`src/hw/rtl/rhsl_pkg.sv`:
```
// Shared types, constants and arithmetic helpers for the ranged HSL/RGB color converter.
`default_nettype none

package rhsl_pkg;

    // Q0.16 constants, 65535 stands for 1.0
    localparam logic [15:0] Q_ONE        = 16'hFFFF;
    localparam logic [15:0] Q_HALF       = 16'd32767;
    localparam logic [15:0] Q_THIRD      = 16'd21845;
    localparam logic [15:0] Q_TWO_THIRDS = 16'd43690;

    // Register map of the configuration port
    localparam logic [1:0] REG_COLOR_MODE = 2'd0;
    localparam logic [1:0] REG_RGB_RANGES = 2'd1;
    localparam logic [1:0] REG_HSL_RANGES = 2'd2;

    // Pipeline layout
    localparam int QUOT_BITS          = 16;
    localparam int DIV_BITS_PER_STAGE = 4;
    localparam int NORM_STAGES        = QUOT_BITS / DIV_BITS_PER_STAGE + 1;
    localparam int HSL_STAGES         = 7;
    localparam int NUM_STAGES         = NORM_STAGES + HSL_STAGES;

    typedef struct packed {
        logic [16:0] rem;
        logic [15:0] bits;
    } div_t;

    typedef struct packed {
        logic        high;
        logic [15:0] t6;
    } ramp_t;

    // Four restoring-division steps; the quotient shifts in where the dividend leaves.
    function automatic div_t div_steps(input logic [16:0] rem, input logic [15:0] bits,
                                       input logic [7:0] rng);
        logic [16:0] den;
        logic [17:0] t;
        div_t        res;
        den      = {rng, 9'h000};
        res.rem  = rem;
        res.bits = bits;
        for (int j = 0; j < DIV_BITS_PER_STAGE; j++) begin
            t        = {res.rem, res.bits[15]};
            res.bits = {res.bits[14:0], 1'b0};
            if (t >= 18'(den)) begin
                t           = t - 18'(den);
                res.bits[0] = 1'b1;
            end
            res.rem = t[16:0];
        end
        return res;
    endfunction

    // floor(y / 65535) for y below 2^34: fold the high half back onto the low half twice.
    function automatic logic [17:0] div_q_one(input logic [33:0] y);
        logic [17:0] hi;
        logic [18:0] s1;
        logic [2:0]  c;
        logic [16:0] s2;
        hi = y[33:16];
        s1 = 19'(hi) + 19'(y[15:0]);
        c  = s1[18:16];
        s2 = 17'(c) + 17'(s1[15:0]);
        return hi + 18'(c) + ((s2 >= 17'(Q_ONE)) ? 18'd1 : 18'd0);
    endfunction

    // Classify a wrapped hue into its segment and give six times its distance into a ramp.
    function automatic ramp_t hue_ramp(input logic [15:0] hh);
        logic [18:0] h6;
        logic [16:0] h2;
        logic [17:0] h3;
        logic [15:0] t;
        ramp_t       res;
        h6       = (19'(hh) << 2) + (19'(hh) << 1);
        h2       = 17'(hh) << 1;
        h3       = (18'(hh) << 1) + 18'(hh);
        t        = 16'h0000;
        res.high = 1'b0;
        if (h6 < 19'(Q_ONE)) begin
            t = hh;
        end else if (h2 < 17'(Q_ONE)) begin
            res.high = 1'b1;
        end else if (h3 < (18'(Q_ONE) << 1)) begin
            t = Q_TWO_THIRDS - hh;
        end
        res.t6 = (t << 2) + (t << 1);
        return res;
    endfunction

endpackage

`default_nettype wire

```
`src/hw/rtl/rhsl_ctrl.sv`:
```
// Valid tracking and per-stage load enables for the converter pipeline.
`default_nettype none

module rhsl_ctrl
    import rhsl_pkg::*;
(
    input  logic                  clk,
    input  logic                  rst_n,
    input  logic                  in_valid,
    output logic                  in_ready,
    output logic                  out_valid,
    input  logic                  out_ready,
    output logic [NUM_STAGES-1:0] stage_en
);

    logic [NUM_STAGES-1:0] valid_reg;
    logic [NUM_STAGES-1:0] valid_next;

    // A stage loads when it is empty or the stage after it moves on.
    always_comb
    begin
        stage_en[NUM_STAGES-1] = ~valid_reg[NUM_STAGES-1] | out_ready;
        for (int k = NUM_STAGES - 2; k >= 0; k--) begin
            stage_en[k] = ~valid_reg[k] | stage_en[k+1];
        end
        valid_next = valid_reg;
        for (int k = 0; k < NUM_STAGES; k++) begin
            if (stage_en[k]) begin
                valid_next[k] = (k == 0) ? in_valid : valid_reg[(k == 0) ? 0 : k - 1];
            end
        end
    end

    always_ff @(posedge clk or negedge rst_n)
    begin
        if (!rst_n) begin
            valid_reg <= '0;
        end else begin
            valid_reg <= valid_next;
        end
    end

    assign in_ready  = stage_en[0];
    assign out_valid = valid_reg[NUM_STAGES-1];

endmodule

`default_nettype wire

```
`config.mk`:
```
export PLATFORM = sky130hd
export DESIGN_NAME = rhsl_ctrl
export DESIGN_NICKNAME = d
export VERILOG_FILES = /design/src/hw/rtl/rhsl_pkg.sv /design/src/hw/rtl/rhsl_ctrl.sv
export SDC_FILE = /design/constraint.sdc
export NUM_CORES = 1
export LEC_CHECK = 0
export BUFFER_PORTS_ARGS = -buffer_cell sky130_fd_sc_hd__buf_2
export CAP_MARGIN = 20
export CORE_MARGIN = 8
export CORE_UTILIZATION = 30
export DETAILED_ROUTE_END_ITERATION = 10
export PLACE_DENSITY = 0.48
export SLEW_MARGIN = 20
export SYNTH_ARGS = -nofsm -noshare
export SYNTH_HDL_FRONTEND = slang
export SYNTH_SLANG_ARGS = --single-unit
```
`constraint.sdc`:
```
create_clock -name clk -period 3.3 [get_ports clk]
set_input_delay 0.66 -clock clk [delete_from_list [all_inputs] [get_ports clk]]
set_output_delay 0.66 -clock clk [all_outputs]
set_load 0.01 [all_outputs]
```
Yosys cells after proc, flatten, opt, wreduce, memory -nomap -nowiden:

Cells that the tools add are included.
Widths: inputs -> output; s select.

* bitwise operators: 24

Operator list (number)
* $not 1->1: 12
* $or 1x1->1: 12

* register bits after elaboration: 12
* bits of input ports: 4
* output and inout bits: 14
* logic and storage cells: 36

Logic depth before layout (Yosys ltp):

* depth in word-level cells: 13
* mapped depth: 4
* gate-level depth less buffers: 2

Least setup slack after synthesis:

OpenSTA, ideal clock, no wires.

* path type: in2out
* from: input port out_ready
* to: output port stage_en[0]
* arrival: 1434 ps
* required time: 2640 ps
* slack: 1206 ps
* stages: 4
* buffers on the path: 2
* cell sequence: and4b_1 buf_2 nand4_1 buf_4

* longest elaborated chain between the ends: 12

Ends and longest elaborated chain
* from (decl): line rhsl_ctrl.sv:12 `input logic out_ready,`
* $or 1x1->1: line rhsl_ctrl.sv:22 `stage_en[NUM_STAGES-1] = ~valid_reg[NUM_STAGES-1] | out_ready;`
* $or 1x1->1 (11 in a row): line rhsl_ctrl.sv:24 `stage_en[k] = ~valid_reg[k] | stage_en[k+1];`
* to (decl): line rhsl_ctrl.sv:13 `output logic [NUM_STAGES-1:0] stage_en`

Every way passes these cells.

Final worst setup path:

Same ends and word-level chain as after synthesis.

==> report_table.html <==
<table>
<tr><th>Metric</th><th>Value</th></tr>
<tr><th colspan="2">Floorplanning</th></tr>
<tr><td>Die Outline Area</td><td>3380 um^2</td></tr>
<tr><td>Total I/O pin count</td><td>18</td></tr>
<tr><td>Row Count</td><td>15</td></tr>
<tr><td>Die width</td><td>58.2 um</td></tr>
<tr><td>Effective utilization at floorplan</td><td>31.2%</td></tr>
<tr><td>Die H</td><td>58.2 um</td></tr>
<tr><td>Placeable core region</td><td>1710 um^2</td></tr>
<tr><th colspan="2">Timing</th></tr>
<tr><td>Final Hold Fails</td><td>0</td></tr>
<tr><td>Period minus WS final</td><td>2.44 ns</td></tr>
<tr><td>Setup violators final</td><td>0</td></tr>
<tr><td>Headroom to the max-slew limit</td><td>58.6%</td></tr>
<tr><td>Final Max Tran Viols</td><td>0</td></tr>
<tr><td>Setup repair after global routing missed its margin</td><td>false</td></tr>
<tr><td>Final worst path period share</td><td>73.9%</td></tr>
<tr><td>Final critical-path setup slack</td><td>0.860 ns</td></tr>
<tr><td>Worst clock skew</td><td>0.000810 ns</td></tr>
<tr><td>Slew at the pin closest to its max-slew limit</td><td>0.621 ns</td></tr>
<tr><td>Achievable clock frequency</td><td>0.410 GHz</td></tr>
<tr><td>Total negative setup slack</td><td>0 ns</td></tr>
<tr><th colspan="2">Final layout</th></tr>
<tr><td>Number of flip-flops under the largest register name</td><td>12</td></tr>
<tr><td>Layout cells sized above 1</td><td>44.3%</td></tr>
<tr><td>Signed area change from the synthesized netlist to the final layout</td><td>23.2%</td></tr>
<tr><td>Ant diodes</td><td>0</td></tr>
<tr><td>Nets@finish</td><td>66</td></tr>
<tr><td>Final standard cell area without fillers</td><td>657 um^2</td></tr>
<tr><td>Number of fillers in the final layout</td><td>180</td></tr>
<tr><td>Core utilization of the finished layout</td><td>38.5%</td></tr>
<tr><th colspan="2">Setup path</th></tr>
<tr><td>Kind of end point of the critical path</td><td>primary output</td></tr>
<tr><td>Cell with the largest stage delay on the worst path</td><td>sky130_fd_sc_hd__and4b_1</td></tr>
<tr><td>Worst setup path category</td><td>in -&gt; out</td></tr>
<tr><td>Crit path arrival time</td><td>1.78 ns</td></tr>
<tr><td>Critical path data required time</td><td>2.64 ns</td></tr>
<tr><td>Worst-path maximum fanout</td><td>20</td></tr>
<tr><td>Cell seen most often among critical-path stages</td><td>sky130_fd_sc_hd__buf_2</td></tr>
<tr><td>Type of origin of the critical path</td><td>primary input</td></tr>
<tr><td>Peak per-stage delay on the critical path</td><td>0.65 ns</td></tr>
<tr><td>Cell-by-cell trace of the critical path</td><td>buf_2, and4b_1, nand4_1, buf_2</td></tr>
<tr><th colspan="2">Global route</th></tr>
<tr><td>GRT Residual Overflow</td><td>0</td></tr>
<tr><td>Antenna violations before repair</td><td>0</td></tr>
<tr><td>Pin count of the biggest net entering global routing</td><td>21</td></tr>
<tr><td>Wire length of the first global-routing pass</td><td>1.75 mm</td></tr>
<tr><td>GRT Util Overall</td><td>6.91%</td></tr>
<tr><td>Number of global-route vias before repair</td><td>393</td></tr>
<tr><th colspan="2">Yosys</th></tr>
<tr><td>Count of unique library cells instantiated by Yosys</td><td>20</td></tr>
<tr><td>Register area share after synthesis</td><td>56.3%</td></tr>
<tr><td>Ys Warns</td><td>0</td></tr>
<tr><td>Synthesized Nets</td><td>48</td></tr>
<tr><td>Flops &amp; latches, synth</td><td>12</td></tr>
<tr><td>Netlist Area Pre-Place</td><td>533 um^2</td></tr>
<tr><td>Syn avg cell area</td><td>12.1 um^2</td></tr>
<tr><td>Synthesized instance count</td><td>44</td></tr>
<tr><th colspan="2">Power</th></tr>
<tr><td>Internal power contribution</td><td>0.275 mW</td></tr>
<tr><td>Maximum ir drop on the vdd rail</td><td>262 uV</td></tr>
<tr><td>Switching pwr</td><td>0.125 mW</td></tr>
<tr><td>P per Cell Area</td><td>609 nW/um^2</td></tr>
<tr><td>Clock power share</td><td>29.6%</td></tr>
<tr><td>Seq pwr share</td><td>47.5%</td></tr>
<tr><td>Leakage</td><td>0.277 nW</td></tr>
<tr><td>Overall power consumption</td><td>0.400 mW</td></tr>
<tr><td>Net Sw Frac</td><td>31.2%</td></tr>
<tr><td>Logic pwr share</td><td>22.9%</td></tr>
<tr><th colspan="2">Clock tree</th></tr>
<tr><td>Register clock-pin slew on the reported worst setup and hold paths</td><td>0.08 ns</td></tr>
<tr><td>Number of hold-repair buffers added at the cts stage</td><td>0</td></tr>
<tr><td>Cell at the root of the clock tree</td><td>sky130_fd_sc_hd__clkbuf_4</td></tr>
<tr><td>Number of clock buffers inserted by TritonCTS</td><td>3</td></tr>
<tr><td>Clock net sink count</td><td>12</td></tr>
<tr><td>Number of buffers inserted by post-CTS setup repair</td><td>0</td></tr>
<tr><td>Maximum level of the CTS H-tree</td><td>1</td></tr>
<tr><td>Later-pin clock latency in the skew report</td><td>0.27 ns</td></tr>
<tr><td>TritonCTS clock tree</td><td>done</td></tr>
<tr><td>Number of buffers on the longest clock path</td><td>2</td></tr>
<tr><td>Post-CTS Resized</td><td>0</td></tr>
<tr><th colspan="2">Routing</th></tr>
<tr><td>Initial DRC count</td><td>14</td></tr>
<tr><td>Routed Antenna Nets</td><td>0</td></tr>
<tr><td>Number of search-and-repair iterations in the first detailed-routing pass</td><td>4</td></tr>
<tr><td>Vias per std cell</td><td>4.83</td></tr>
<tr><td>Routed wire per std cell</td><td>12.2 um</td></tr>
<tr><td>Drt drc</td><td>0</td></tr>
<tr><td>Overall via count from detail_route</td><td>415</td></tr>
<tr><td>Routed WL</td><td>1.05 mm</td></tr>
<tr><th colspan="2">Place</th></tr>
<tr><td>DPL Wire Length</td><td>773 um</td></tr>
<tr><td>Area of placed instances</td><td>621 um^2</td></tr>
<tr><td>Final RePlAce weighted congestion</td><td>0.678</td></tr>
<tr><td>Buffers on Ports</td><td>17</td></tr>
<tr><td>Placement-stage worst setup slack</td><td>0.833 ns</td></tr>
<tr><th colspan="2">Job</th></tr>
<tr><td>Max cap viols</td><td>0</td></tr>
<tr><th colspan="2">Outcome</th></tr>
<tr><td>Run status</td><td>finished clean</td></tr>
<tr><th colspan="2">Min path</th></tr>
<tr><td>Path type of the worst min-delay path</td><td>in -&gt; async</td></tr>
</table>
## per-stage QoR
stage,hold slack (ns),std cells
6_report,0.247,86
5_1_grt,0.243,86
4_1_cts,0.250,86
3_5_place_dp,0.459,82
3_3_place_gp,0.458,82
2_1_floorplan,0.364,44
## area by class of cell
class / count / area (um^2) / area share, %
Clock buffer: 4 / 36.3 / 5.52
Inverter: 1 / 3.75 / 0.571
Multi-Input combinational cell: 27 / 200 / 30.5
Sequential cell: 12 / 300 / 45.7
Tap cell: 25 / 31.3 / 4.76
Timing Repair Buffer: 17 / 85.1 / 13.0
## power groups by stage
stage	Sequential (mW)	Combinational, mW	Clock [mW]
finish	0.190	0.0914	0.118
global route	0.194	0.103	0.131
CTS	0.189	0.0944	0.122
detailed placement	0.192	0.0945	0
global placement	0.192	0.0952	0
floorplan	0.188	0.0720	0
## worst max-delay path: cells and delay by family
kind | cells | cell delay [ns]
and+or+nand+nor | 2 | 0.83
buffers and inverters | 2 | 0.29
## metal layers
| layer | global-route usage [%] | wire [um] |
|---|---|---|
| met1 | 7.21 | 467 |
| met2 | 10.0 | 497 |
| met3 | 3.97 | 75 |
| met4 | 5.24 | 10 |
| met5 | 0 | 0 |
## logic make-up after synthesis
group,after synthesis,share of synthesized area (%)
simple gates,18,21.6
compound gates,9,16.0
buf+inv,5,6.10
flops,12,56.3
## cells in the mapped netlist
cell type | number | share of area (%)
sky130_fd_sc_hd__a21o_2 | 2 | 3.3
sky130_fd_sc_hd__a31o_1 | 3 | 4.9
sky130_fd_sc_hd__a31o_2 | 1 | 1.6
sky130_fd_sc_hd__a41o_1 | 1 | 1.9
sky130_fd_sc_hd__a41o_2 | 2 | 4.2
sky130_fd_sc_hd__and3_1 | 1 | 1.2
sky130_fd_sc_hd__and4_1 | 1 | 1.6
sky130_fd_sc_hd__and4_4 | 1 | 2.1
sky130_fd_sc_hd__and4b_1 | 1 | 1.9
sky130_fd_sc_hd__buf_2 | 2 | 1.9
sky130_fd_sc_hd__buf_4 | 1 | 1.4
sky130_fd_sc_hd__buf_6 | 1 | 2.1
sky130_fd_sc_hd__dfrtp_1 | 12 | 56
sky130_fd_sc_hd__inv_1 | 1 | 0.70
sky130_fd_sc_hd__nand2_1 | 2 | 1.4
sky130_fd_sc_hd__nand2b_1 | 3 | 3.5
sky130_fd_sc_hd__nand3_1 | 4 | 3.8
sky130_fd_sc_hd__nand3b_1 | 1 | 1.4
sky130_fd_sc_hd__nand4_1 | 3 | 3.5
sky130_fd_sc_hd__or2_1 | 1 | 1.2
## layout by cell type (no fill, tap or decap), drive strengths merged
cell and instances:
a21o 2, a31o 4, a41o 3, and3 1, and4 2, and4b 1, buf 17, clkbuf 4
dfrtp 12, inv 1, nand2 2, nand2b 3, nand3 4, nand3b 1, nand4 3, or2 1
## final timing paths
kind                                           startpoint                        end  slack (ns)  depth (start not counted)
min in group clk                 valid_reg[9]$_DFFE_PN0P_  valid_reg[10]$_DFFE_PN0P_        0.47                          1
worst max-delay path                            out_ready                stage_en[0]        0.86                          4
worst min-delay path                                rst_n   valid_reg[1]$_DFFE_PN0P_        0.25                          1
max in group asynchronous                           rst_n   valid_reg[8]$_DFFE_PN0P_        2.84                          1
worst max register to register  valid_reg[11]$_DFFE_PN0P_   valid_reg[0]$_DFFE_PN0P_        1.96                          2
worst min register to register   valid_reg[9]$_DFFE_PN0P_  valid_reg[10]$_DFFE_PN0P_        0.47                          1
Note: power is estimated with default switching activity, not from simulation.
