File: src/hw/rtl/rhsl_pkg.sv
// Shared types, constants and arithmetic helpers for the ranged HSL/RGB color converter.
`default_nettype none

package rhsl_pkg;

    // Q0.16 constants, 65535 stands for 1.0
    localparam logic [15:0] Q_ONE        = 16'hFFFF;
    localparam logic [15:0] Q_HALF       = 16'd32767;
    localparam logic [15:0] Q_THIRD      = 16'd21845;
    localparam logic [15:0] Q_TWO_THIRDS = 16'd43690;

    // Register map of the configuration port
    localparam logic [1:0] REG_COLOR_MODE = 2'd0;
    localparam logic [1:0] REG_RGB_RANGES = 2'd1;
    localparam logic [1:0] REG_HSL_RANGES = 2'd2;

    // Pipeline layout
    localparam int QUOT_BITS          = 16;
    localparam int DIV_BITS_PER_STAGE = 4;
    localparam int NORM_STAGES        = QUOT_BITS / DIV_BITS_PER_STAGE + 1;
    localparam int HSL_STAGES         = 7;
    localparam int NUM_STAGES         = NORM_STAGES + HSL_STAGES;

    typedef struct packed {
        logic [16:0] rem;
        logic [15:0] bits;
    } div_t;

    typedef struct packed {
        logic        high;
        logic [15:0] t6;
    } ramp_t;

    // Four restoring-division steps; the quotient shifts in where the dividend leaves.
    function automatic div_t div_steps(input logic [16:0] rem, input logic [15:0] bits,
                                       input logic [7:0] rng);
        logic [16:0] den;
        logic [17:0] t;
        div_t        res;
        den      = {rng, 9'h000};
        res.rem  = rem;
        res.bits = bits;
        for (int j = 0; j < DIV_BITS_PER_STAGE; j++) begin
            t        = {res.rem, res.bits[15]};
            res.bits = {res.bits[14:0], 1'b0};
            if (t >= 18'(den)) begin
                t           = t - 18'(den);
                res.bits[0] = 1'b1;
            end
            res.rem = t[16:0];
        end
        return res;
    endfunction

    // floor(y / 65535) for y below 2^34: fold the high half back onto the low half twice.
    function automatic logic [17:0] div_q_one(input logic [33:0] y);
        logic [17:0] hi;
        logic [18:0] s1;
        logic [2:0]  c;
        logic [16:0] s2;
        hi = y[33:16];
        s1 = 19'(hi) + 19'(y[15:0]);
        c  = s1[18:16];
        s2 = 17'(c) + 17'(s1[15:0]);
        return hi + 18'(c) + ((s2 >= 17'(Q_ONE)) ? 18'd1 : 18'd0);
    endfunction

    // Classify a wrapped hue into its segment and give six times its distance into a ramp.
    function automatic ramp_t hue_ramp(input logic [15:0] hh);
        logic [18:0] h6;
        logic [16:0] h2;
        logic [17:0] h3;
        logic [15:0] t;
        ramp_t       res;
        h6       = (19'(hh) << 2) + (19'(hh) << 1);
        h2       = 17'(hh) << 1;
        h3       = (18'(hh) << 1) + 18'(hh);
        t        = 16'h0000;
        res.high = 1'b0;
        if (h6 < 19'(Q_ONE)) begin
            t = hh;
        end else if (h2 < 17'(Q_ONE)) begin
            res.high = 1'b1;
        end else if (h3 < (18'(Q_ONE) << 1)) begin
            t = Q_TWO_THIRDS - hh;
        end
        res.t6 = (t << 2) + (t << 1);
        return res;
    endfunction

endpackage

`default_nettype wire

File: src/hw/rtl/rhsl_hsl.sv
// Pipelined HSL to RGB conversion with RGB pass-through and the output register.
`default_nettype none

module rhsl_hsl
    import rhsl_pkg::*;
(
    input  logic                  clk,
    input  logic [HSL_STAGES-1:0] stage_en,
    input  logic                  mode,
    input  logic [15:0]           h,
    input  logic [15:0]           s,
    input  logic [15:0]           l,
    input  logic [15:0]           a,
    output logic [15:0]           red,
    output logic [15:0]           green,
    output logic [15:0]           blue,
    output logic [15:0]           alpha
);

    // Stage A: l * (1 + s) below half lightness, l * s above
    logic        pa_low_next;
    logic [16:0] pa_mb;
    logic [32:0] pa_prod_next;
    logic        pa_low_reg;
    logic [32:0] pa_prod_reg;
    logic [15:0] pa_h_reg, pa_s_reg, pa_l_reg, pa_a_reg;

    always_comb
    begin
        pa_low_next  = (17'(l) << 1) <= 17'(Q_ONE);
        pa_mb        = pa_low_next ? (17'(s) + 17'(Q_ONE)) : 17'(s);
        pa_prod_next = 33'(l) * 33'(pa_mb);
    end

    always_ff @(posedge clk)
    begin
        if (stage_en[0]) begin
            pa_low_reg  <= pa_low_next;
            pa_prod_reg <= pa_prod_next;
            pa_h_reg    <= h;
            pa_s_reg    <= s;
            pa_l_reg    <= l;
            pa_a_reg    <= a;
        end
    end

    // Stage B: round the product back to Q0.16
    logic [17:0] pb_q_next;
    logic [15:0] pb_q_reg;
    logic        pb_low_reg;
    logic [15:0] pb_h_reg, pb_s_reg, pb_l_reg, pb_a_reg;

    always_comb
    begin
        pb_q_next = div_q_one(34'(pa_prod_reg) + 34'(Q_HALF));
    end

    always_ff @(posedge clk)
    begin
        if (stage_en[1]) begin
            pb_q_reg   <= pb_q_next[15:0];
            pb_low_reg <= pa_low_reg;
            pb_h_reg   <= pa_h_reg;
            pb_s_reg   <= pa_s_reg;
            pb_l_reg   <= pa_l_reg;
            pb_a_reg   <= pa_a_reg;
        end
    end

    // Stage C: m2 and the three wrapped hues
    logic [17:0] pc_m2_raw;
    logic [15:0] pc_m2_next;
    logic [16:0] pc_hr_sum;
    logic [15:0] pc_hr_next, pc_hb_next;
    logic [15:0] pc_m2_reg, pc_hr_reg, pc_hb_reg;
    logic [15:0] pc_h_reg, pc_s_reg, pc_l_reg, pc_a_reg;

    always_comb
    begin
        pc_m2_raw  = pb_low_reg ? 18'(pb_q_reg)
                                : 18'(pb_l_reg) + 18'(pb_s_reg) - 18'(pb_q_reg);
        pc_m2_next = (pc_m2_raw > 18'(Q_ONE)) ? Q_ONE : pc_m2_raw[15:0];
        pc_hr_sum  = 17'(pb_h_reg) + 17'(Q_THIRD);
        pc_hr_next = (pc_hr_sum > 17'(Q_ONE)) ? 16'(pc_hr_sum - 17'(Q_ONE)) : pc_hr_sum[15:0];
        pc_hb_next = (pb_h_reg >= Q_THIRD) ? (pb_h_reg - Q_THIRD)
                                           : (pb_h_reg + (Q_ONE - Q_THIRD));
    end

    always_ff @(posedge clk)
    begin
        if (stage_en[2]) begin
            pc_m2_reg <= pc_m2_next;
            pc_hr_reg <= pc_hr_next;
            pc_hb_reg <= pc_hb_next;
            pc_h_reg  <= pb_h_reg;
            pc_s_reg  <= pb_s_reg;
            pc_l_reg  <= pb_l_reg;
            pc_a_reg  <= pb_a_reg;
        end
    end

    // Stage D: m1, ramp height d, hue segments
    logic [16:0] pd_two_l;
    logic [16:0] pd_m1_raw;
    logic [17:0] pd_two_m2;
    logic [15:0] pd_m1_next, pd_d_next;
    ramp_t       pd_rr_next, pd_rg_next, pd_rb_next;
    logic [15:0] pd_m1_reg, pd_m2_reg, pd_d_reg;
    ramp_t       pd_rr_reg, pd_rg_reg, pd_rb_reg;
    logic [15:0] pd_h_reg, pd_s_reg, pd_l_reg, pd_a_reg;

    always_comb
    begin
        pd_two_l  = 17'(pc_l_reg) << 1;
        pd_m1_raw = pd_two_l - 17'(pc_m2_reg);
        pd_two_m2 = 18'(pc_m2_reg) << 1;
        if (pd_two_l <= 17'(pc_m2_reg)) begin
            pd_m1_next = 16'h0000;
            pd_d_next  = pc_m2_reg;
        end else if (pd_m1_raw > 17'(Q_ONE)) begin
            pd_m1_next = Q_ONE;
            pd_d_next  = 16'h0000;
        end else begin
            pd_m1_next = pd_m1_raw[15:0];
            // d = m2 - m1 = 2*m2 - 2*l, floored at zero
            pd_d_next  = (pd_two_m2 > 18'(pd_two_l)) ? 16'(pd_two_m2 - 18'(pd_two_l)) : 16'h0000;
        end
        pd_rr_next = hue_ramp(pc_hr_reg);
        pd_rg_next = hue_ramp(pc_h_reg);
        pd_rb_next = hue_ramp(pc_hb_reg);
    end

    always_ff @(posedge clk)
    begin
        if (stage_en[3]) begin
            pd_m1_reg <= pd_m1_next;
            pd_m2_reg <= pc_m2_reg;
            pd_d_reg  <= pd_d_next;
            pd_rr_reg <= pd_rr_next;
            pd_rg_reg <= pd_rg_next;
            pd_rb_reg <= pd_rb_next;
            pd_h_reg  <= pc_h_reg;
            pd_s_reg  <= pc_s_reg;
            pd_l_reg  <= pc_l_reg;
            pd_a_reg  <= pc_a_reg;
        end
    end

    // Stage E: ramp products d * 6t
    logic [31:0] pe_pr_next, pe_pg_next, pe_pb_next;
    logic [31:0] pe_pr_reg, pe_pg_reg, pe_pb_reg;
    logic        pe_hr_reg, pe_hg_reg, pe_hb_reg;
    logic [15:0] pe_m1_reg, pe_m2_reg;
    logic [15:0] pe_h_reg, pe_s_reg, pe_l_reg, pe_a_reg;

    always_comb
    begin
        pe_pr_next = 32'(pd_d_reg) * 32'(pd_rr_reg.t6);
        pe_pg_next = 32'(pd_d_reg) * 32'(pd_rg_reg.t6);
        pe_pb_next = 32'(pd_d_reg) * 32'(pd_rb_reg.t6);
    end

    always_ff @(posedge clk)
    begin
        if (stage_en[4]) begin
            pe_pr_reg <= pe_pr_next;
            pe_pg_reg <= pe_pg_next;
            pe_pb_reg <= pe_pb_next;
            pe_hr_reg <= pd_rr_reg.high;
            pe_hg_reg <= pd_rg_reg.high;
            pe_hb_reg <= pd_rb_reg.high;
            pe_m1_reg <= pd_m1_reg;
            pe_m2_reg <= pd_m2_reg;
            pe_h_reg  <= pd_h_reg;
            pe_s_reg  <= pd_s_reg;
            pe_l_reg  <= pd_l_reg;
            pe_a_reg  <= pd_a_reg;
        end
    end

    // Stage F: round ramp products back to Q0.16
    logic [17:0] pf_qr_next, pf_qg_next, pf_qb_next;
    logic [15:0] pf_qr_reg, pf_qg_reg, pf_qb_reg;
    logic        pf_hr_reg, pf_hg_reg, pf_hb_reg;
    logic [15:0] pf_m1_reg, pf_m2_reg;
    logic [15:0] pf_h_reg, pf_s_reg, pf_l_reg, pf_a_reg;

    always_comb
    begin
        pf_qr_next = div_q_one(34'(pe_pr_reg) + 34'(Q_HALF));
        pf_qg_next = div_q_one(34'(pe_pg_reg) + 34'(Q_HALF));
        pf_qb_next = div_q_one(34'(pe_pb_reg) + 34'(Q_HALF));
    end

    always_ff @(posedge clk)
    begin
        if (stage_en[5]) begin
            pf_qr_reg <= pf_qr_next[15:0];
            pf_qg_reg <= pf_qg_next[15:0];
            pf_qb_reg <= pf_qb_next[15:0];
            pf_hr_reg <= pe_hr_reg;
            pf_hg_reg <= pe_hg_reg;
            pf_hb_reg <= pe_hb_reg;
            pf_m1_reg <= pe_m1_reg;
            pf_m2_reg <= pe_m2_reg;
            pf_h_reg  <= pe_h_reg;
            pf_s_reg  <= pe_s_reg;
            pf_l_reg  <= pe_l_reg;
            pf_a_reg  <= pe_a_reg;
        end
    end

    // Stage G: pick ramp, plateau or base, then the mode and gray bypass
    logic [16:0] pg_sr, pg_sg, pg_sb;
    logic [15:0] pg_cr, pg_cg, pg_cb;
    logic [15:0] red_next, green_next, blue_next;
    logic [15:0] red_reg, green_reg, blue_reg, alpha_reg;

    always_comb
    begin
        pg_sr = 17'(pf_m1_reg) + 17'(pf_qr_reg);
        pg_sg = 17'(pf_m1_reg) + 17'(pf_qg_reg);
        pg_sb = 17'(pf_m1_reg) + 17'(pf_qb_reg);
        pg_cr = pf_hr_reg ? pf_m2_reg : ((pg_sr > 17'(Q_ONE)) ? Q_ONE : pg_sr[15:0]);
        pg_cg = pf_hg_reg ? pf_m2_reg : ((pg_sg > 17'(Q_ONE)) ? Q_ONE : pg_sg[15:0]);
        pg_cb = pf_hb_reg ? pf_m2_reg : ((pg_sb > 17'(Q_ONE)) ? Q_ONE : pg_sb[15:0]);
        if (!mode) begin
            red_next   = pf_h_reg;
            green_next = pf_s_reg;
            blue_next  = pf_l_reg;
        end else if (pf_s_reg == 16'h0000) begin
            red_next   = pf_l_reg;
            green_next = pf_l_reg;
            blue_next  = pf_l_reg;
        end else begin
            red_next   = pg_cr;
            green_next = pg_cg;
            blue_next  = pg_cb;
        end
    end

    always_ff @(posedge clk)
    begin
        if (stage_en[6]) begin
            red_reg   <= red_next;
            green_reg <= green_next;
            blue_reg  <= blue_next;
            alpha_reg <= pf_a_reg;
        end
    end

    assign red   = red_reg;
    assign green = green_reg;
    assign blue  = blue_reg;
    assign alpha = alpha_reg;

endmodule

`default_nettype wire
File: config.mk
export PLATFORM = sky130hd
export DESIGN_NAME = rhsl_hsl
export DESIGN_NICKNAME = d
export VERILOG_FILES = /design/src/hw/rtl/rhsl_pkg.sv /design/src/hw/rtl/rhsl_hsl.sv
export SDC_FILE = /design/constraint.sdc
export NUM_CORES = 2
export LEC_CHECK = 0
export ABC_AREA = 1
export BUFFER_PORTS_ARGS = -buffer_cell sky130_fd_sc_hd__clkbuf_2
export CELL_PAD_IN_SITES_DETAIL_PLACEMENT = 1
export CELL_PAD_IN_SITES_GLOBAL_PLACEMENT = 1
export CORE_ASPECT_RATIO = 0.7
export CORE_UTILIZATION = 51
export DETAILED_ROUTE_END_ITERATION = 8
export GPL_TIMING_DRIVEN = 0
export PLACE_DENSITY_LB_ADDON = 0.1
export REMOVE_ABC_BUFFERS = 1
export SLEW_MARGIN = 20
export SYNTH_ARGS = -nofsm -noshare
export SYNTH_HDL_FRONTEND = slang
export SYNTH_SLANG_ARGS = --single-unit
File: constraint.sdc
create_clock -name clk -period 9.3 [get_ports clk]
set_input_delay 0.93 -clock clk [delete_from_list [all_inputs] [get_ports clk]]
set_output_delay 0.93 -clock clk [all_outputs]
set_load 0.02 [all_outputs]
Yosys cells after proc, flatten, opt, wreduce, memory -nomap -nowiden
Index checks and enable logic that the tools add are counted.
{ "classes": {"addsub": 44, "n_mul": 4, "order_cmp": 23, "n_mux": 36, "n_reduce_logical": 1} }
{ "op_table": {"columns": ["op", "count"], "rows": [
  ["2-to-1 mux 16 bit", 18],
  ["2-to-1 mux 15 bit", 9],
  ["adder 17 x 16 -> 18 bit", 6],
  ["adder 32 x 15 -> 33 bit, second input constant", 3],
  ["multiplier 16 x 16 -> 32 bit", 3],
  ["> comparator 17 x 16 -> 1 bit, second input constant", 5],
  ["adder 16 x 16 -> 17 bit", 4],
  ["greater-or-equal comparator 17 x 16 -> 1 bit, second input constant", 4],
  ["adder 16 x 1 -> 16 bit", 4],
  ["adder 18 x 17 -> 19 bit", 3],
  ["less-than comparator 19 x 16 -> 1 bit, second input constant", 3],
  ["less-than comparator 18 x 17 -> 1 bit, second input constant", 3],
  ["adder 2 x 16 -> 17 bit", 3],
  ["less-than comparator 17 x 16 -> 1 bit, second input constant", 3],
  ["adder 16 bit", 3],
  ["adder 16 x 2 -> 16 bit", 3],
  ["subtractor 14 x 15 -> 15 bit, first input constant", 3],
  ["adder 33 x 15 -> 34 bit, second input constant", 1],
  ["multiplier 16 x 17 -> 33 bit", 1],
  ["adder 18 x 16 -> 19 bit", 1],
  ["> comparator 18 x 16 -> 1 bit, second input constant", 1],
  ["2-to-1 mux 18 bit", 1],
  ["subtractor 17 x 16 -> 18 bit", 1],
  ["adder 16 x 15 -> 17 bit, second input constant", 1],
  ["15 further kinds", 21]
]} }
{ "totals": {"reg_bits": 860, "inputBits": 73} }

Logic depth before layout (Yosys ltp)
{ "logic_depth": {"ltp_word": 6, "mapped_depth": 50, "depth_no_buf": 50} }

Worst setup path after synthesis
OpenSTA, ideal clock, no wires.
{ "synth_timing": {"path_type": "in2reg", "startpoint": "input port s[0]", "endpoint": "register pa_prod_reg[29], data pin", "setup_ps": 262, "t_arrival_ps": 7044, "t_required_ps": 9038, "slack_ps": 1994, "stages": 30, "n_path_buf": 1, "path_cell_list": "inv_1 ha_1 nand2_1 nor2_1 inv_1 nor2_1 inv_1 nor3_1 nand3_1 xor2_1 clkbuf_1 nand2_1 fa_1 inv_1 fa_1 inv_1 fa_1 fa_1 fa_1 inv_1 fa_1 ha_1 nand2_1 nor4_1 nand4_1 nand3_1 nand2_1 o211ai_1 a21oi_1 xor2_1"} }
{ "synth_via": {"elab_chain_cells": 3} }
{ "synth_lines": {"columns": ["element", "line_no", "source"], "rows": [
  ["start, declared", "rhsl_hsl.sv:11", "input logic [15:0] s,"],
  ["adder 16 x 16 -> 17 bit", "rhsl_hsl.sv:31", "pa_mb = pa_low_next ? (17'(s) + 17'(Q_ONE)) : 17'(s);"],
  ["2-to-1 mux 17 bit *", "rhsl_hsl.sv:31", null],
  ["multiplier 16 x 17 -> 33 bit *", "rhsl_hsl.sv:32", "pa_prod_next = 33'(l) * 33'(pa_mb);"],
  ["named net pa_prod_next[29]", "rhsl_hsl.sv:23", "logic [32:0] pa_prod_next;"],
  ["end signal, assigned", "rhsl_hsl.sv:39", "pa_prod_reg <= pa_prod_next;"],
  ["end, declared", "rhsl_hsl.sv:25", "logic [32:0] pa_prod_reg;"]
]} }
The timed path passes the listed nets; every way through them passes the cells marked *.
A chain may end at the register's enable or synchronous reset.

Worst setup path after layout
{ "layout_timing": {"startpoint": "input port l[15]", "endpoint": "register pa_prod_reg[24], data pin"} }
{ "layout_via": {"elab_chain_cells": 3} }
{ "layout_lines": {"columns": ["element", "line_no", "source"], "rows": [
  ["start, declared", "rhsl_hsl.sv:12", "input logic [15:0] l,"],
  ["less-or-equal comparator 17 x 16 -> 1 bit", "rhsl_hsl.sv:30", "pa_low_next = (17'(l) << 1) <= 17'(Q_ONE);"],
  ["named net pa_low_next", "rhsl_hsl.sv:21", "logic pa_low_next;"],
  ["2-to-1 mux 17 bit", "rhsl_hsl.sv:31", null],
  ["multiplier 16 x 17 -> 33 bit", "rhsl_hsl.sv:32", null],
  ["named net pa_prod_next[24]", "rhsl_hsl.sv:23", null]
]} }
The timed path passes the listed nets, and every way through them passes these cells.

==> results.toml <==
[logic_synthesis]
synth_top_cell_by_area = "edfxtp_1"
yosysWarningCount = 0
yosys-mux-area-fraction_pct = 0.0244
synthCells = 9099
ys_types = 82
synth_most_common_cell = "nand2_1"
synth_area_leaders = "edfxtp_1 31%, fa_1 19%, ha_1 12%"
syn_area_um2 = 82100
async_flop_share_pct = 0
synth_edf_count = 854
synth-compound-area-share_pct = 6.24
synth_area_per_cell_um2 = 9.02
synth-seq-cells = 854
ys_seq_area_share_pct = 31.2
synthFlopType = "edfxtp_1"
yosysTopAreaCellShare_pct = 31.2
synth-xor-area-share_pct = 5.25
synth_common_cells = "1938 x nand2_1, 1844 x inv_1, 854 x edfxtp_1"
synth_simple_gate_area_share_pct = 16.5
synth_top_family_by_area = "adder cells"
synthAdderAreaFrac_pct = 31.0

[route]
routed_wirelength_mm = 248
vias_per_cell = 5.55
wl_per_cell_um = 21.9
drt_iter0_markers = 5208
vias = 62800
ant_nets = 0
drc = 0
dr.pass1.iters = 6

[clocking]
cts_inserted_buffers = 90
clk_pin_slew_ns = 0.07
cts_buffer_depth = 3
clock_sink_count = 854
cts_max_level = 3
clock-root-buffer = "clkbuf_16"
ctsHoldBuffers = 0
clk_latency_ns = 0.75
cts_tree = "done"

[min_path]
hp-class = "in2reg"

[setup_path]
max_stage_delay_ns = 0.70
cp.arrival_ns = 8.82
critical_path_class = "in2reg"
path_max_fanout = 23
crit_family = "adder cells"
required_ns = 9.76
cp-start-kind = "primary input"
cpMostUsedCell = "inv_1"
crit_slowest_cell = "clkinv_1"
end_kind = "flop"
crit_buf_inv = 9

[flow_run]
cap_viol_max_count = 0

[placement]
placed_area_um2 = 85600
place.gp.congestion = 0.916
io_buffer_count = 136
hpwl_mm = 205
dp.cells = 11200

[layout]
area_delta_synth_final_pct = 8.05
design_area_um2 = 88700
drive_gt1_share_pct = 5.78
largest_reg_flops = 33
finalNonFillerCells = 11300
nets = 10800
diodes = 0

[global_route]
grt_max_degree = 92
antenna_found_initial = 16
gr-usage-met3_pct = 5.49
grt_use_met1_pct = 46.2
overflow = 0
met2_usage_pct = 47.0
grt.busiest_layer = "met2"
track_usage_pct = 30.8
grt_pass1_wl_mm = 386
grt_pass1_vias = 66700

[sta]
grt_setup_unrepaired = "false"
final-hold-violation-count = 0
fin_worst_skew_ns = 0.0657
relSlewSlack_pct = 29.0
fmax_ghz = 0.120
whs_ns = 0.366
setup_viol = 0
worst-slew-pin-transition_ns = 1.06
finalCritPeriodShare_pct = 89.8
slew_violations = 0
fin_crit_ns = 8.35

[floorplan]
rows = 122
die_area_um2 = 163000
fp.dieW_um = 482
die_y_um = 338
start_util_pct = 51.7
core_um2 = 159000
io_pins = 137

[outcome]
status = "complete, no violations"
==> worst paths after layout <==
kind	from	depth (start not counted)	slack, ns	end
setup / recovery	l[15]	29	0.95	pa_prod_reg[24]
setup reg to reg	pa_prod_reg[0]	45	1.18	pb_q_reg[15]
hold / removal	a[7]	1	0.37	pa_a_reg[7]
hold reg to reg	pe_m1_reg[1]	0	0.38	pf_m1_reg[1]
==> cells in the final DEF (no fill, tap or decap), types with 89 or more instances in the layout <==
cell type,n
o21ai_0,217
nor2_1,577
nor3_1,89
xnor2_1,131
inv_1,1843
ha_1,762
clkbuf_2,129
nand2_1,1938
xor2_1,332
nand3_1,275
clkbuf_16,90
fa_1,794
a21oi_1,434
edfxtp_1,854
==> layer usage <==
layer | wire length [um] | vias up | share of wire [%]
li1 | - | 28800 | -
met2 | 107000 | 1789 | 43
met1 | 118000 | 32000 | 48
met4 | 3930 | 10 | 1.6
met5 | 55 | - | 0.022
met3 | 18000 | 239 | 7.3
==> cell type report <==
cell class | instances | area [um^2]
Clock buffer | 98 | 2280
Clock inverter | 65 | 783
Fill cell | 18400 | 70200
Inverter | 1871 | 7040
Multi-Input combinational cell | 6125 | 48400
Sequential cell | 854 | 25600
Tap cell | 2108 | 2640
Timing Repair Buffer | 198 | 1880
==> cells by family after synthesis <==
family | Yosys count
AOI/OAI and AO/OA | 902
xor gates and xnor gates | 477
adders and majority gates | 1556
buffers and inverters | 2120
DFF | 854
muxes | 2
other | 1
and+or+nand+nor | 3187
==> worst reg2reg max path: cells and delay by family (launching register included) <==
family	cells	cell delay (ns)
simple gates	26	3.56
compound gates	10	1.65
fa+ha+maj	4	1.25
xor+xnor	1	0.55
buf+inv	4	0.51
flops	1	0.38
==> metrics by stage <==
| stage | setup slack [ns] | TNS [ns] | utilization (%) |
|---|---|---|---|
| floorplan | 1.91 | 0 | - |
| global placement | 0.0688 | 0 | 53.1 |
| detailed placement | -0.0298 | -0.0298 | 53.9 |
| CTS | 0.760 | 0 | 55.8 |
| global route | 0.483 | 0 | 55.8 |
| finish | 0.947 | 0 | 55.8 |
==> timing repair <==
action / 4_1_cts / 5_1_grt
setup buffers: 0 / 0
setup endpoints to repair: 0 / 1
resized for setup: 0 / 1
Power is left out: the tool's default activity adds up to more than one toggle a clock period on the data nets, which glitch-free logic cannot reach.
