--- src/hw/rtl/rhsl_pkg.sv ---
// Shared types, constants and arithmetic helpers for the ranged HSL/RGB color converter.
`default_nettype none

package rhsl_pkg;

    // Q0.16 constants, 65535 stands for 1.0
    localparam logic [15:0] Q_ONE        = 16'hFFFF;
    localparam logic [15:0] Q_HALF       = 16'd32767;
    localparam logic [15:0] Q_THIRD      = 16'd21845;
    localparam logic [15:0] Q_TWO_THIRDS = 16'd43690;

    // Register map of the configuration port
    localparam logic [1:0] REG_COLOR_MODE = 2'd0;
    localparam logic [1:0] REG_RGB_RANGES = 2'd1;
    localparam logic [1:0] REG_HSL_RANGES = 2'd2;

    // Pipeline layout
    localparam int QUOT_BITS          = 16;
    localparam int DIV_BITS_PER_STAGE = 4;
    localparam int NORM_STAGES        = QUOT_BITS / DIV_BITS_PER_STAGE + 1;
    localparam int HSL_STAGES         = 7;
    localparam int NUM_STAGES         = NORM_STAGES + HSL_STAGES;

    typedef struct packed {
        logic [16:0] rem;
        logic [15:0] bits;
    } div_t;

    typedef struct packed {
        logic        high;
        logic [15:0] t6;
    } ramp_t;

    // Four restoring-division steps; the quotient shifts in where the dividend leaves.
    function automatic div_t div_steps(input logic [16:0] rem, input logic [15:0] bits,
                                       input logic [7:0] rng);
        logic [16:0] den;
        logic [17:0] t;
        div_t        res;
        den      = {rng, 9'h000};
        res.rem  = rem;
        res.bits = bits;
        for (int j = 0; j < DIV_BITS_PER_STAGE; j++) begin
            t        = {res.rem, res.bits[15]};
            res.bits = {res.bits[14:0], 1'b0};
            if (t >= 18'(den)) begin
                t           = t - 18'(den);
                res.bits[0] = 1'b1;
            end
            res.rem = t[16:0];
        end
        return res;
    endfunction

    // floor(y / 65535) for y below 2^34: fold the high half back onto the low half twice.
    function automatic logic [17:0] div_q_one(input logic [33:0] y);
        logic [17:0] hi;
        logic [18:0] s1;
        logic [2:0]  c;
        logic [16:0] s2;
        hi = y[33:16];
        s1 = 19'(hi) + 19'(y[15:0]);
        c  = s1[18:16];
        s2 = 17'(c) + 17'(s1[15:0]);
        return hi + 18'(c) + ((s2 >= 17'(Q_ONE)) ? 18'd1 : 18'd0);
    endfunction

    // Classify a wrapped hue into its segment and give six times its distance into a ramp.
    function automatic ramp_t hue_ramp(input logic [15:0] hh);
        logic [18:0] h6;
        logic [16:0] h2;
        logic [17:0] h3;
        logic [15:0] t;
        ramp_t       res;
        h6       = (19'(hh) << 2) + (19'(hh) << 1);
        h2       = 17'(hh) << 1;
        h3       = (18'(hh) << 1) + 18'(hh);
        t        = 16'h0000;
        res.high = 1'b0;
        if (h6 < 19'(Q_ONE)) begin
            t = hh;
        end else if (h2 < 17'(Q_ONE)) begin
            res.high = 1'b1;
        end else if (h3 < (18'(Q_ONE) << 1)) begin
            t = Q_TWO_THIRDS - hh;
        end
        res.t6 = (t << 2) + (t << 1);
        return res;
    endfunction

endpackage

`default_nettype wire

--- src/hw/rtl/rhsl_norm.sv ---
// Pipelined range normalization of one component: divide by its range, round, saturate.
`default_nettype none

module rhsl_norm
    import rhsl_pkg::*;
#(
    parameter int COMPONENT_BITS = 16
)
(
    input  logic                      clk,
    input  logic [NORM_STAGES-1:0]    stage_en,
    input  logic [COMPONENT_BITS-1:0] x,
    input  logic [7:0]                range_byte,
    input  logic                      set_full,
    output logic [15:0]               value
);

    localparam int XW = (COMPONENT_BITS > 16) ? COMPONENT_BITS : 16;

    logic [7:0]    rng_next;
    logic [XW-1:0] x_ext;
    logic [XW-1:0] limit;
    logic [33:0]   num;

    logic [16:0] rem_reg  [0:NORM_STAGES-2];
    logic [15:0] bits_reg [0:NORM_STAGES-2];
    logic [7:0]  rng_reg  [0:NORM_STAGES-2];
    logic        full_reg [0:NORM_STAGES-2];
    logic [15:0] value_reg;
    div_t        last_step;

    // Dividend is 2*x*65535 + 256*r over 512*r; x at or above 256*r saturates.
    always_comb
    begin
        rng_next = (range_byte == 8'h00) ? 8'hFF : range_byte;
        x_ext    = XW'(x);
        limit    = XW'({rng_next, 8'h00});
        num      = (34'(x_ext[15:0]) << 17) - (34'(x_ext[15:0]) << 1)
                   + 34'({rng_next, 8'h00});
    end

    always_ff @(posedge clk)
    begin
        if (stage_en[0]) begin
            rem_reg[0]  <= num[32:16];
            bits_reg[0] <= num[15:0];
            rng_reg[0]  <= rng_next;
            full_reg[0] <= set_full | (x_ext >= limit);
        end
    end

    for (genvar k = 1; k < NORM_STAGES - 1; k++) begin : g_div
        div_t step;
        always_comb
        begin
            step = div_steps(rem_reg[k-1], bits_reg[k-1], rng_reg[k-1]);
        end
        always_ff @(posedge clk)
        begin
            if (stage_en[k]) begin
                rem_reg[k]  <= step.rem;
                bits_reg[k] <= step.bits;
                rng_reg[k]  <= rng_reg[k-1];
                full_reg[k] <= full_reg[k-1];
            end
        end
    end

    always_comb
    begin
        last_step = div_steps(rem_reg[NORM_STAGES-2], bits_reg[NORM_STAGES-2],
                              rng_reg[NORM_STAGES-2]);
    end

    always_ff @(posedge clk)
    begin
        if (stage_en[NORM_STAGES-1]) begin
            value_reg <= full_reg[NORM_STAGES-2] ? Q_ONE : last_step.bits;
        end
    end

    assign value = value_reg;

endmodule

`default_nettype wire

--- config.mk ---
export PLATFORM = sky130hd
export DESIGN_NAME = rhsl_norm
export DESIGN_NICKNAME = d
export VERILOG_FILES = /design/src/hw/rtl/rhsl_pkg.sv /design/src/hw/rtl/rhsl_norm.sv
export SDC_FILE = /design/constraint.sdc
export NUM_CORES = 1
export LEC_CHECK = 0
export ABC_CLOCK_PERIOD_IN_PS = 17200
export BUFFER_PORTS_ARGS = -buffer_cell sky130_fd_sc_hd__buf_2
export CORE_MARGIN = 2
export CORE_UTILIZATION = 55
export CTS_CLUSTER_SIZE = 24
export DETAILED_ROUTE_END_ITERATION = 8
export GPL_TIMING_DRIVEN = 0
export PLACE_DENSITY_LB_ADDON = 0.05
export SLEW_MARGIN = 20
export SYNTH_ARGS = -nofsm -noshare
export SYNTH_HDL_FRONTEND = slang
export SYNTH_SLANG_ARGS = --single-unit
--- constraint.sdc ---
create_clock -name clk -period 17.2 [get_ports clk]
set_input_delay 2.58 -clock clk [delete_from_list [all_inputs] [get_ports clk]]
set_output_delay 2.58 -clock clk [all_outputs]
set_load 0.05 [all_outputs]
Yosys cells after proc, flatten, opt, wreduce, memory -nomap -nowiden. Memory sizes are Yosys's and may differ from the RTL's. Index checks and enable logic that the tools add are counted.

Register bits after elaboration: 16. Memory bits (writable): 168. Bits of input ports: 31. Logic and storage cells: 81. Memories: 4.

Memories: rem_reg (words 4, width 17, rd ports 4, clocked after memory_dff 0, wr ports 4, line rhsl_norm.sv:25) `logic [16:0] rem_reg [0:NORM_STAGES-2];`; bits_reg (words 4, width 16, rd ports 4, clocked after memory_dff 0, wr ports 4, line rhsl_norm.sv:26) `logic [15:0] bits_reg [0:NORM_STAGES-2];`; rng_reg (words 4, width 8, rd ports 4, clocked after memory_dff 0, wr ports 4, line rhsl_norm.sv:27) `logic [7:0] rng_reg [0:NORM_STAGES-2];`; full_reg (words 4, width 1, rd ports 4, clocked after memory_dff 0, wr ports 4, line rhsl_norm.sv:28) `logic full_reg [0:NORM_STAGES-2];`.

$add $sub $neg: 17. Order comparisons: 17. Multiplexer cells: 40. Bitwise gates (word level): 1. Reductions and logical operators: 1.

Operator list (count): $ge A18 B17 Y1 (16); $mux W17 (15); $sub A17 B17 Y17 (15); $add A33 B16 Y33 (1); $sub A33 B17 Y33 (1); $mux W1 (24); $ge A16 B16 Y1 (1); $logic_not A8 Y1 (1); $mux W8 (1); $or A1 B1 Y1 (1).

Depth between registers and ports, before layout. Gate-level depths: netlist (run 1). An unclocked memory read counts as a cell.

Depth after elaboration: 9. Depth in mapped cells: 42.

Worst setup path before layout (run 1). No wires, ideal clock.

Kind: register -> register. Start point: memory rng_reg[0][1]. End point: memory rem_reg[1][10] (data pin). Setup time: 261 ps. Data arrival time: 8323 ps. Required time: 16939 ps. Slack: 8616 ps. Stages on the path, launching flop included: 39. Clock period less this slack: 8584 ps. Cells stage by stage: edfxtp_1 -> inv_1 -> ha_1 -> a21oi_1 -> a211o_1 -> and4_4 -> inv_1 -> o21ai_0 -> inv_1 -> ha_1 -> nor2b_1 -> o21ai_0 -> a21oi_1 -> or3_1 -> a221o_1 -> nor2_2 -> inv_1 -> o21ai_0 -> [... 3 more ...] -> o21ai_0 -> a21oi_1 -> o41ai_1 -> o211ai_1 -> or4b_4 -> nand2_4 -> inv_6 -> buf_8 -> a21oi_1 -> ha_1 -> nor2b_1 -> o21ai_0 -> a21oi_1 -> a2111oi_0 -> o21ai_0 -> inv_1 -> o211ai_4 -> a221o_1.

RTL lines (line): start: declaration (rhsl_norm.sv:27); end: declaration (rhsl_norm.sv:25).

==> results of run 1 <==
## critical path: cells and delay by family, from the launching register on
kind | cells | cell delay (ps)
compound gates | 16 | 4790
flops | 1 | 440
fa+ha+maj | 4 | 1180
simple gates | 11 | 2760
buf+inv | 9 | 1210
## worst max path at each step
stage,start,to,slack [ps],cells past startpoint
2_1_floorplan,rng_reg[0][1]$_DFFE_PP_,rem_reg[1][10]$_DFFE_PP_,8620,38
5_1_grt,rng_reg[0][6]$_DFFE_PP_,rem_reg[1][16]$_DFFE_PP_,5660,40
4_1_cts,rng_reg[0][1]$_DFFE_PP_,rem_reg[1][16]$_DFFE_PP_,6640,39
6_report,rng_reg[0][6]$_DFFE_PP_,rem_reg[1][16]$_DFFE_PP_,6650,40
3_3_place_gp,rng_reg[0][1]$_DFFE_PP_,rem_reg[1][16]$_DFFE_PP_,6800,39
3_5_place_dp,rng_reg[0][1]$_DFFE_PP_,rem_reg[1][16]$_DFFE_PP_,6700,39
## logic make-up after synthesis
group / count (synthesis) / synth area share
AND/OR/NAND/NOR: 331 / 0.133
multiplexers: 61 / 0.0496
XOR/XNOR: 105 / 0.0685
buffers and inverters: 141 / 0.0415
adder cells (fa/ha/maj): 160 / 0.157
flip-flops: 180 / 0.402
AO/OA/AOI/OAI: 299 / 0.148
## through the flow
step | worst slack [ps] | hold slack, ps | area [um^2] | cells | utilization
after floorplan | 8620 | 400 | 13400 | 1277 | -
after global placement | 6800 | 400 | 14100 | 1646 | 0.582
after detailed placement | 6700 | 405 | 14100 | 1646 | 0.582
after CTS | 6640 | 423 | 14700 | 1678 | 0.607
after global routing | 5660 | 425 | 14700 | 1678 | 0.607
final | 6650 | 421 | 14700 | 1678 | 0.607
## cell type report
| class | instances | share of cell area |
|---|---|---|
| inverter | 127 | 0.0328 |
| clock inverter | 15 | 0.0135 |
| sequential | 180 | 0.368 |
| timing repair buffer | 45 | 0.0153 |
| multi-input combinational | 956 | 0.509 |
| tap | 324 | 0.0276 |
| buffer | 14 | 0.00511 |
| clock buffer | 17 | 0.0290 |
## synthesized netlist by cell type (all sizes together) (8+ instances only)
| library cell | n | area (um^2) |
|---|---|---|
| nand4 | 26 | 163 |
| nor3 | 14 | 81.3 |
| a21oi | 76 | 380 |
| nand2 | 83 | 319 |
| mux2i | 17 | 170 |
| o21ai | 74 | 370 |
| nor2 | 67 | 256 |
| fa | 15 | 300 |
| nand2b | 26 | 163 |
| a21o | 51 | 383 |
| a31oi | 9 | 56.3 |
| edfxtp | 180 | 5410 |
| a211oi | 13 | 97.6 |
| xnor2 | 73 | 639 |
| inv | 126 | 478 |
| nor4 | 16 | 115 |
| nor2b | 24 | 150 |
| or2 | 14 | 87.6 |
| ha | 145 | 1810 |
| nand3 | 15 | 75.1 |
| a221o | 8 | 80.1 |
| mux2 | 44 | 495 |
| clkbuf | 9 | 33.8 |
| xor2 | 32 | 280 |
## per-layer routing
metal / vias up / share of wire
li1: 4867 / -
met1: 4602 / 0.45
met2: 175 / 0.50
met3: 34 / 0.032
met4: 0 / 0.018
met5: - / 0
==> impl_metrics.csv, run 1 <==
group,metric,value,unit
sta,relSlewSlack,0.356,
die,initial_utilization,0.556,
die,num_rows,57,
outcome,outcome,"complete, no violations",
drt,avgRoutedWirePerCell,17.8,um
critical_path,reg2regPathDepth,40,
drt,vias,9678,
sta,worstMarginPinSlew,967,ps
critical_path,crit_type,"register to register",
clock_tree,clk_pin_slew,80,ps
flow_run,cap_violations,0,
global_routing,globalRouteTotalUtil,0.239,
drt,drt_iter0_drc,598,
die,die-area,25700,um^2
global_routing,use_met3,0.0283,
global_routing,busiest_layer,"met2",
clock_tree,post_cts.repair.setup_buffers,0,
sta,min_period_over_period,0.613,
yosys,yosys_register_bits,180,
drt,dr.pass1.iters,5,
die,die_h,160,um
layout,regArea,5410,um^2
yosys,yosysWarnings,0,
yosys,synth.distinct_cells,79,
yosys,yosysSeqAreaShare,0.402,
yosys,avgSynthCellArea,10.5,um^2
sta,fin_crit,10550,ps
layout,multiInputGateArea,7470,um^2
sta,timing_hold_violations_final,0,
min_path,hp-start,"bits_reg[1][8]$_DFFE_PP_",
global_routing,antenna_found_initial,0,
min_path,min_to,"bits_reg[2][12]$_DFFE_PP_",
critical_path,r2r-start,"rng_reg[0][6]$_DFFE_PP_",
global_routing,grt_pass1_wl,48500,um
min_path,hp-class,"register to register",
global_routing,first_global_vias,9317,
global_routing,use_met2,0.424,
critical_path,critPathRequiredTime,17480,ps
critical_path,slowest_delay,620,ps
clock_tree,h-tree-depth,4,
place,io_buffers,45,
drt,final_antenna_net_count,0,
clock_tree,clock-root-buffer,"clkbuf_16",
die,die_w,160,um
yosys,synth_edf_count,180,
drt,wirelength,29800,um
layout,layout_common_cells,"180 x edfxtp_1, 145 x ha_1, 124 x inv_1, 82 x nand2_1, 76 x a21oi_1",
drt,drc,0,
clock_tree,ctsHoldBuffers,0,
clock_tree,cts_sinks,180,
drt,vias_per_cell,5.77,
global_routing,use_met1,0.309,
sta,tns,0,ps
yosys,synthesis.nets,1468,
yosys,async_flop_share,0,
clock_tree,clk_latency,430,ps
critical_path,cp_max_fo,10,
place,place.gp.congestion,0.869,
clock_tree,cts_resized,0,
layout,final_common_cell,"edfxtp_1",
min_path,min_path_cells,0,
sta,max_freq,94.8,MHz
global_routing,grt_max_degree,42,
layout,fillers,2037,
sta,setup_viol,0,
die,core,24200,um^2
sta,rsz0062_at_grt,"no",
global_routing,grt_overflow,0,
layout,final_nets,1532,
layout,largest_reg_flops,68,
critical_path,critPathSlowestCell,"a2111oi_0",
place,dp_hpwl,24000,um
sta,fin_skew,21.6,ps
clock_tree,cts_tree,"done",
yosys,syn_area,13400,um^2
layout,n_antenna_cell,0,
critical_path,reg2reg_to,"rem_reg[1][16]$_DFFE_PP_",
critical_path,reg2reg_slack,6650,ps
clock_tree,clock_path_buffers,2,
critical_path,critPathArrivalTime,10840,ps
yosys,synthFlopType,"edfxtp_1",
die,io_pins,47,
layout,area_delta_synth_final,9.33,%
layout,drive_above_1_share,0.120,
critical_path,crit_path_start_kind,"register",
yosys,syn_inst,1277,
clock_tree,cts_made_buffers,17,
sta,finalMaxSlewViolations,0,
critical_path,end_kind,"register",
Power of run 1 is left out: the tool's default activity adds up to more than one toggle a clock period on the data nets, which glitch-free logic cannot reach.
==> run 2, diff against run 1 <==
ABC_CLOCK_PERIOD_IN_PS = 10330   (was 17200)
clock period = 10.33 ns   (was 17.2 ns; I/O delays follow)
==> run 2 against run 1 <==
Design area is 0.36% higher. Clock skew decreased by 1.8 ps. Hold slack is essentially flat. Largest cell class unchanged.
==> impl_metrics.csv, run 2 (synthesized netlist as in run 1, its figures left out) <==
group,metric,value,unit
die,core,24200,um^2
die,die-area,25700,um^2
drt,final_antenna_net_count,0,
clock_tree,cts_sinks,180,
drt,vias_per_cell,5.76,
clock_tree,clk_pin_slew,80,ps
sta,timing_hold_violations_final,0,
min_path,hp-start,"bits_reg[2][11]$_DFFE_PP_",
critical_path,critPathSlowestCell,"or4b_4",
sta,setup_viol,0,
clock_tree,cts_tree,"done",
global_routing,antenna_found_initial,0,
critical_path,cp_max_fo,10,
sta,worstMarginPinSlew,974,ps
sta,fin_crit,9640,ps
sta,min_period_over_period,0.933,
die,io_pins,47,
drt,wirelength,30000,um
layout,n_antenna_cell,0,
place,place.gp.congestion,0.869,
layout,drive_above_1_share,0.126,
outcome,outcome,"complete, no violations",
drt,avgRoutedWirePerCell,17.9,um
layout,largest_reg_flops,68,
critical_path,worst-path-buf-inv,8,
global_routing,grt_overflow,0,
critical_path,end_kind,"register",
clock_tree,h-tree-depth,4,
drt,dr.pass1.iters,5,
global_routing,first_global_vias,9323,
critical_path,crit_path_start_kind,"register",
die,die_h,160,um
critical_path,r2r-start,"rng_reg[0][1]$_DFFE_PP_",
sta,rsz0062_at_grt,"no",
clock_tree,clock-root-buffer,"clkbuf_16",
clock_tree,clk_latency,430,ps
clock_tree,clock_path_buffers,2,
clock_tree,cts_made_buffers,17,
layout,area_delta_synth_final,9.73,%
drt,drc,0,
critical_path,slowest_delay,540,ps
critical_path,crit_type,"register to register",
min_path,hp-class,"register to register",
sta,relSlewSlack,0.351,
sta,hold_slack,420,ps
critical_path,critPathArrivalTime,9800,ps
global_routing,grt_pass1_wl,48500,um
flow_run,cap_violations,0,
drt,drt_iter0_drc,617,
die,num_rows,57,
place,io_buffers,45,
layout,layout_common_cells,"180 x edfxtp_1, 145 x ha_1, 124 x inv_1, 82 x nand2_1, 76 x a21oi_1",
die,die_w,160,um
critical_path,cpMostUsedCell,"inv_1",
layout,final_nets,1533,
die,initial_utilization,0.556,
global_routing,grt_max_degree,42,
drt,vias,9678,
place,dp_hpwl,24000,um
sta,fin_skew,19.8,ps
sta,finalMaxSlewViolations,0,
critical_path,critPathRequiredTime,10490,ps
critical_path,crit_family,"compound AO/OA/AOI/OAI gates",
layout,final_common_cell,"edfxtp_1",
global_routing,globalRouteTotalUtil,0.239,
critical_path,critPathLaunch,"rng_reg[0][1]$_DFFE_PP_",
sta,max_freq,104,MHz
## run 2: timing repair
action	in CTS	in global routing
buffers inserted	0	1
setup endpoints to repair	7	26
hold endpoints to repair	0	0
hold buffers	0	0
gates resized for setup	2	12
pin swaps	0	1
## run 2: path summary, 6_finish.rpt
check / end / slack, ps / cells past startpoint
max reg2reg: rem_reg[1][15]$_DFFE_PP_ / 690 / 39
min: bits_reg[3][15]$_DFFE_PP_ / 420 / 0
min reg2reg: bits_reg[3][15]$_DFFE_PP_ / 420 / 0
max: rem_reg[1][15]$_DFFE_PP_ / 690 / 39
## run 2: layout make-up
class,instances,area (um^2)
fill,2036,9440
multi-input combinational,956,7510
sequential,180,5410
inverter,127,482
clock buffer,17,425
tap,324,405
timing repair buffer,46,233
clock inverter,15,198
buffer,14,76.3
## run 2: stage by stage
step                      area (um^2)  utilization  worst slack, ps  instances  setup TNS [ps]
after CTS                       14700        0.607              138       1678               0
final                           14700        0.610              688       1679               0
after floorplan                 13400            -             1750       1277               0
after global routing            14700        0.610             41.0       1679               0
after detailed placement        14100        0.582             -169       1646            -847
after global placement          14100        0.582            -73.5       1646            -231
## run 2: per-layer routing
metal | GRT usage | vias to the layer above | routed length, um
met5 | 0 | - | 0
met4 | 0.0684 | 0 | 586
met3 | 0.0283 | 35 | 948
met2 | 0.424 | 171 | 15000
met1 | 0.309 | 4600 | 13500
li1 | - | 4872 | -
Power of run 2 is left out for the same reason.
==> run 3, diff against run 2 <==
CORE_ASPECT_RATIO = 0.8   (was default)
==> run 3 against run 2 <==
Worst setup slack gained 36 ps. Flip-flop and latch count is the same. Die area hardly changed. Largest cell class unchanged.
==> impl_metrics.csv, run 3 (synthesized netlist as in run 1, its figures left out) <==
group,metric,value,unit
sta,rsz0062_at_grt,"no",
clock_tree,clock-root-buffer,"clkbuf_16",
critical_path,critPathRequiredTime,10510,ps
clock_tree,ctsHoldBuffers,0,
sta,setup_viol,0,
drt,dr.pass1.iters,5,
clock_tree,clock_path_buffers,2,
critical_path,cp_max_fo,10,
place,dp_hpwl,24400,um
sta,finalMaxSlewViolations,0,
place,place.gp.congestion,0.889,
clock_tree,cts_made_buffers,17,
global_routing,grt_pass1_wl,48700,um
layout,largest_reg_flops,68,
drt,vias,9749,
global_routing,globalRouteTotalUtil,0.247,
layout,area_delta_synth_final,9.76,%
clock_tree,h-tree-depth,4,
critical_path,end_kind,"register",
critical_path,critPathSlowestCell,"a221oi_1",
layout,final_cells,1674,
layout,drive_above_1_share,0.126,
die,num_rows,51,
flow_run,cap_violations,0,
drt,vias_per_cell,5.82,
sta,fin_crit,9610,ps
min_path,hp-class,"register to register",
clock_tree,clk_pin_slew,80,ps
layout,final_nets,1534,
clock_tree,cts_sinks,180,
sta,fin_skew,12.5,ps
place,io_buffers,45,
sta,max_freq,104,MHz
global_routing,antenna_found_initial,0,
drt,final_antenna_net_count,0,
global_routing,grt_max_degree,42,
critical_path,crit_type,"register to register",
sta,relSlewSlack,0.392,
outcome,outcome,"complete, no violations",
die,die_h,144,um
sta,hold_slack,420,ps
critical_path,crit_path_start_kind,"register",
critical_path,slowest_delay,470,ps
layout,layout_common_cells,"180 x edfxtp_1, 145 x ha_1, 124 x inv_1, 82 x nand2_1, 76 x a21oi_1",
drt,drc,0,
clock_tree,clk_latency,440,ps
place,placedCellCount,1640,
sta,fin_ws,724,ps
place,place_ws,0.546,ps
sta,tns,0,ps
critical_path,critPathArrivalTime,9790,ps
die,initial_utilization,0.555,
global_routing,first_global_vias,9070,
die,die-area,25700,um^2
die,io_pins,47,
drt,wirelength,30500,um
drt,avgRoutedWirePerCell,18.2,um
sta,min_period_over_period,0.930,
sta,worstMarginPinSlew,911,ps
layout,final_common_cell,"edfxtp_1",
drt,drt_iter0_drc,693,
die,core,24200,um^2
die,die_w,179,um
clock_tree,cts_tree,"done",
layout,n_antenna_cell,0,
sta,timing_hold_violations_final,0,
global_routing,grt_overflow,0,
-- run 3: metrics by stage --
stage,cell area (um^2),utilization
final,14700,0.610
after global routing,14700,0.610
after CTS,14700,0.607
after detailed placement,14100,0.581
after global placement,14100,0.581
after floorplan,13400,-
-- run 3: timing repair --
action                     in CTS  in global routing
setup endpoints to repair       4                 26
buffers inserted                0                  2
gates resized for setup         1                 14
pin swaps                       0                  1
-- run 3: final timing paths --
| path | start | end | slack, ps | depth (start not counted) |
|---|---|---|---|---|
| max | rng_reg[2][6]$_DFFE_PP_ | rem_reg[3][16]$_DFFE_PP_ | 720 | 36 |
| min | bits_reg[1][11]$_DFFE_PP_ | bits_reg[2][15]$_DFFE_PP_ | 420 | 0 |
| max reg2reg | rng_reg[2][6]$_DFFE_PP_ | rem_reg[3][16]$_DFFE_PP_ | 720 | 36 |
| min reg2reg | bits_reg[1][11]$_DFFE_PP_ | bits_reg[2][15]$_DFFE_PP_ | 420 | 0 |
-- run 3: area by class of cell --
cell class,instances,area [um^2]
timing repair buffer,47,240
tap,318,398
sequential,180,5410
fill,1998,9440
multi-input combinational,956,7520
clock inverter,15,196
clock buffer,17,425
buffer,14,76.3
inverter,127,482
-- run 3: worst max-delay path: cells and delay by family, from the launching register on --
family / cells / cell delay [ps]
compound gates: 16 / 4410
fa+ha+maj: 4 / 1170
mux: 3 / 1160
simple gates: 7 / 1120
buf+inv: 6 / 1010
flops: 1 / 460
-- run 3: layer usage --
| metal | up-vias | routed length [um] | track usage |
|---|---|---|---|
| li1 | 4874 | - | - |
| met5 | - | 0 | 0 |
| met2 | 258 | 12700 | 0.355 |
| met1 | 4586 | 15600 | 0.385 |
| met4 | 0 | 412 | 0.0556 |
| met3 | 31 | 1760 | 0.0421 |
Power of run 3 is left out for the same reason.
